--- config.mk ---
export PLATFORM = sky130hd
export DESIGN_NAME = spa_cell
export DESIGN_NICKNAME = d
export VERILOG_FILES = /design/src/hw/rtl/spa_pkg.sv /design/src/hw/rtl/spa_cell.sv
export SDC_FILE = /design/constraint.sdc
export NUM_CORES = 1
export LEC_CHECK = 0
export ABC_AREA = 1
export BUFFER_PORTS_ARGS = -buffer_cell sky130_fd_sc_hd__clkbuf_2
export CORE_MARGIN = 2
export CORE_UTILIZATION = 45
export DETAILED_ROUTE_END_ITERATION = 8
export PLACE_DENSITY = 0.73
export SETUP_SLACK_MARGIN = 0.2
export SLEW_MARGIN = 20
export SYNTH_ARGS = -nofsm -noshare
export SYNTH_HDL_FRONTEND = slang
export SYNTH_SLANG_ARGS = --single-unit
--- constraint.sdc ---
create_clock -name clk -period 3.4 [get_ports clk]
set_input_delay 0.34 -clock clk [delete_from_list [all_inputs] [get_ports clk]]
set_output_delay 0.34 -clock clk [all_outputs]
set_load 0.005 [all_outputs]
--- src/hw/rtl/spa_pkg.sv ---
// Shared types and constants for the sparse polynomial unit.
package spa_pkg;
  localparam int CoefW = 16;
  localparam int ExpW  = 8;
  localparam int AccW  = 38;
  localparam int PexpW = 9;
  localparam int ProdDepth = 64;
  localparam int PcntW = 7;

  typedef enum logic [2:0] {
    OP_LOAD_A = 3'd0,
    OP_LOAD_B = 3'd1,
    OP_ADD    = 3'd2,
    OP_SUB    = 3'd3,
    OP_MUL    = 3'd4,
    OP_CLEAR  = 3'd5
  } opcode_t;

  typedef enum logic [2:0] {
    ST_IDLE,
    ST_MERGE,
    ST_MUL,
    ST_DRAIN,
    ST_ZERO
  } state_t;

  // one control word broadcast to every cell of the product chain
  typedef struct packed {
    logic             ins;
    logic [AccW-1:0]  coef;
    logic [PexpW-1:0] exp;
  } prod_req_t;
endpackage

--- src/hw/rtl/spa_cell.sv ---
// One cell of the sorted product chain.
module spa_cell (
  input  logic                   clk,
  input  logic                   rst_n,
  input  logic                   clr,
  input  logic                   shift_out,
  input  logic                   add_en,
  input  spa_pkg::prod_req_t     req,
  input  logic                   prev_valid,
  input  logic [spa_pkg::AccW-1:0]  prev_coef,
  input  logic [spa_pkg::PexpW-1:0] prev_exp,
  input  logic                   prev_ge,
  input  logic                   next_valid,
  input  logic [spa_pkg::AccW-1:0]  next_coef,
  input  logic [spa_pkg::PexpW-1:0] next_exp,
  input  logic                   next_zero_here,
  output logic                   valid,
  output logic [spa_pkg::AccW-1:0]  coef,
  output logic [spa_pkg::PexpW-1:0] exp,
  output logic                   ge,
  output logic                   zero_here
);
  import spa_pkg::*;
  logic             valid_r, valid_nxt;
  logic [AccW-1:0]  coef_r, coef_nxt, sum;
  logic [PexpW-1:0] exp_r, exp_nxt;
  logic             hit, above, push, take;

  assign sum   = coef_r + req.coef;
  assign hit   = valid_r && exp_r == req.exp;
  assign above = valid_r && exp_r > req.exp;
  // ge: this cell and all before hold exponent >= request
  assign ge        = above || hit;
  assign zero_here = hit && sum == '0;
  assign push = add_en && req.ins && !ge && prev_ge;
  assign take = add_en && req.ins && !ge && !prev_ge;

  always_comb begin
    valid_nxt = valid_r;
    coef_nxt  = coef_r;
    exp_nxt   = exp_r;
    if (clr) begin
      valid_nxt = 1'b0;
    end else if (shift_out) begin
      valid_nxt = next_valid;
      coef_nxt  = next_coef;
      exp_nxt   = next_exp;
    end else if (add_en && !req.ins && hit && !zero_here) begin
      coef_nxt = sum;
    end else if (add_en && !req.ins && (zero_here || (next_zero_here && !ge))) begin
      valid_nxt = next_valid;
      coef_nxt  = next_coef;
      exp_nxt   = next_exp;
    end else if (push) begin
      valid_nxt = 1'b1;
      coef_nxt  = req.coef;
      exp_nxt   = req.exp;
    end else if (take) begin
      valid_nxt = prev_valid;
      coef_nxt  = prev_coef;
      exp_nxt   = prev_exp;
    end
  end

  always_ff @(posedge clk) begin
    if (!rst_n) valid_r <= 1'b0;
    else        valid_r <= valid_nxt;
    coef_r <= coef_nxt;
    exp_r  <= exp_nxt;
  end

  assign valid = valid_r;
  assign coef  = coef_r;
  assign exp   = exp_r;
endmodule

==> flow_metrics.py <==
metrics = {
    "outcome": {
        "status": "finished, final reports clean",
    },
    "logic_synthesis": {
        "synth_edf_count": 47,
        "yosysWarnings": 0,
        "synth_flop_cell": "edfxtp_1",
        "synthCells": 1322,
        "synth_area_sq_mm": 0.00726,
        "synth_area_per_cell_sq_um": 5.50,
        "synth_nets": 1520,
        "synth.distinct_cells": 41,
        "synth_seq_cells": 48,
        "async_flop_share_pct": 0,
        "seq_area_frac_synth_pct": 19.7,
    },
    "clocking": {
        "root_buffer": "clkbuf_16",
        "cts_sinks": 48,
        "cts_buffer_depth": 2,
        "cts_tree": "done",
        "ctsHoldBuffers": 0,
        "cts_buffers": 5,
        "clkTransAtPathRegs_ns": 0.08,
        "h-tree-depth": 2,
        "clk_latency_ns": 0.31,
    },
    "finish": {
        "drive_above_1_share_pct": 29.6,
        "design_area_sq_mm": 0.0104,
        "register_area_sq_mm": 0.00143,
        "syn_to_final_growth_pct": 43.2,
        "fillers": 1520,
        "fin_nets": 1824,
        "final_common_cell": "nand2_1",
        "multi_input_area_sq_mm": 0.00556,
        "antennaDiodeCount": 0,
        "layout_common_cells": "nand2_1, clkbuf_2, inv_1, nand3_1, buf_4",
    },
    "sta": {
        "finalHoldViolCount": 0,
        "fin_worst_skew_ns": 0.00643,
        "min_period_over_period_pct": 98.2,
        "setup_viol_count_final": 0,
        "rsz0062_at_grt": "true",
        "slew_violations": 0,
        "min_period_ns": 3.34,
        "slew_headroom_pct": 59.4,
        "tightest_slew_ns": 0.609,
        "whs_ns": 0.300,
        "fmax_ghz": 0.299,
    },
    "placement": {
        "gp_congestion": 0.960,
        "port_buffers": 200,
        "post_dp_cell_area_sq_mm": 0.00927,
        "dpl.hpwl_um": 22700,
    },
    "min_path": {
        "hold_class": "primary input to flip-flop",
        "whs_endpoint": "exp[4]$_DFFE_PP_",
        "holdPathStages": 3,
        "min-delay-start": "next_exp[4]",
    },
    "worst_setup_path": {
        "r2r_setup_slack_ns": 0.06,
        "cp-start-kind": "flip-flop",
        "r2r-end": "coef[7]$_DFFE_PP_",
        "cp.arrival_ns": 3.42,
        "rr_startpoint": "coef[0]$_DFFE_PP_",
        "critPathCaptureType": "flip-flop",
        "crit_fanout": 10,
        "path_class": "flip-flop to flip-flop",
        "cp.required_ns": 3.48,
        "rr_worst_depth": 23,
    },
    "die": {
        "die-height_um": 131,
        "coreArea_sq_mm": 0.0158,
        "initial_core_util_pct": 45.9,
        "die_w_um": 131,
        "die-area_sq_mm": 0.0172,
        "top_level_ports": 201,
        "std_cell_rows": 46,
    },
    "pwr": {
        "p_sw_share_pct": 41.7,
        "combinationalPowerShare_pct": 54.2,
        "seqPwrFrac_pct": 24.8,
        "power_frac_clock_pct": 21.0,
        "vdd_drop_max_uv": 199,
        "switchingPower_mw": 1.26,
        "internal_power_mw": 1.75,
        "p_leak_nw": 5.83,
        "p_per_area_mw_per_mm2": 289,
    },
    "global_routing": {
        "grt_pass1_vias": 8813,
        "antenna_found_initial": 0,
        "grtUsageTotal_pct": 33.3,
        "overflow": 0,
        "grt_pass1_wl_um": 44100,
        "grt_max_degree": 42,
    },
    "route": {
        "firstDrtPassIters": 8,
        "drtIter0Drc": 727,
        "wirelength_um": 29600,
        "postRouteAntennaNets": 0,
        "num_vias": 9542,
        "drcViolationCount": 0,
        "wl_per_cell_um": 16.0,
        "viasPerCell": 5.18,
    },
    "run": {
        "drv_cap": 0,
    },
}
[synth_stat cells, types with 4 or more instances]
cell type | n | area, sq um
nand2_2 | 4 | 25.0
a21oi_1 | 28 | 140
inv_1 | 185 | 694
ha_1 | 46 | 576
nand2_1 | 616 | 2310
nand3_1 | 171 | 856
nand3b_1 | 8 | 60.1
o21ai_0 | 21 | 105
nor2_2 | 7 | 43.8
nor3_1 | 7 | 35.0
buf_2 | 12 | 60.1
buf_6 | 7 | 78.8
buf_1 | 7 | 26.3
nor2_1 | 83 | 312
xnor2_1 | 7 | 61.3
or2_2 | 4 | 25.0
clkbuf_1 | 10 | 37.5
nand4_1 | 16 | 100
edfxtp_1 | 47 | 1410
[power groups by stage]
stage | clock network [mW] | logic, mW | registers (mW)
after CTS | 0.630 | 1.54 | 0.743
after floorplan | 0 | 0.805 | 0.749
after global placement | 0 | 1.39 | 0.750
after global routing | 0.651 | 1.79 | 0.749
after detailed placement | 0 | 1.39 | 0.750
final | 0.632 | 1.63 | 0.746
[cell families after synthesis]
group	count (synthesis)	share of synthesized area, %
muxes	1	0.138
xor gates and xnor gates	10	1.21
and+or+nand+nor	932	53.8
DFF	48	19.7
adders and majority gates	47	8.20
buffers and inverters	229	13.0
AOI/OAI and AO/OA	55	3.94
[cell type report]
type	instances	share of cell area, %
inverters	191	6.95
multi-input cells	1046	53.4
well taps	216	2.60
clock buffers	5	1.20
flip-flops and latches	48	13.8
repair buffers	334	21.6
clock inverters	3	0.457
[worst max-delay path, cell delays in order, from the launching register on]
cell	delay [ns]
edfxtp_1	0.40
ha_2	0.21
fa_2	0.40
nand2_2	0.11
nand2_2	0.08
nand3_2	0.10
nand2_4	0.08
buf_4	0.14
nand3_2	0.07
nand3_1	0.08
nand2_1	0.07
nand2_2	0.08
nand2_1	0.08
nor2_1	0.05
nand2_1	0.06
nor2_2	0.04
nand3_2	0.11
nand2_4	0.08
nand2_4	0.09
nand3_4	0.09
o21ai_4	0.17
clkinvlp_4	0.18
buf_12	0.17
buf_16	0.14
[layer usage]
metal	share of wire, %	track usage [%]	vias to the layer above
met5	0	0	-
met4	2.3	8.32	0
met3	7.6	4.06	49
met2	47	57.2	424
met1	43	44.4	4311
li1	-	-	4758
[flip-flops by register name (all words and copies together) (netlist names)]
signal,count
coef,38
valid,1
exp,9
[how the worst max path moves through the flow]
| stage | from | endpoint | slack [ns] | cells past startpoint |
|---|---|---|---|---|
| floorplan | coef[0]$_DFFE_PP_ | coef[0]$_DFFE_PP_ | 0.01 | 19 |
| global placement | req[19] | coef[13]$_DFFE_PP_ | -0.05 | 21 |
| detailed placement | req[19] | coef[15]$_DFFE_PP_ | -0.05 | 21 |
| CTS | coef[0]$_DFFE_PP_ | coef[13]$_DFFE_PP_ | 0.12 | 20 |
| global route | coef[3]$_DFFE_PP_ | coef[16]$_DFFE_PP_ | -0.18 | 21 |
| finish | coef[0]$_DFFE_PP_ | coef[7]$_DFFE_PP_ | 0.06 | 23 |
[per-stage QoR]
step / power (mW) / cells / utilization, % / setup TNS, ns / setup WS, ns
floorplan: 1.55 / 1322 / - / 0 / 0.0148
global placement: 2.14 / 1809 / 58.6 / -1.51 / -0.0480
detailed placement: 2.15 / 1809 / 58.6 / -1.40 / -0.0478
CTS: 2.91 / 1833 / 63.8 / 0 / 0.123
global route: 3.19 / 1843 / 65.7 / -9.05 / -0.176
finish: 3.01 / 1843 / 65.7 / 0 / 0.0610
[what timing repair did]
action	CTS	global route
gates cloned	2	4
resized for setup	85	43
setup endpoints to repair	96	96
pin swaps	5	3
buffers inserted	14	6
No activity file was read; power rests on OpenSTA's default activity.
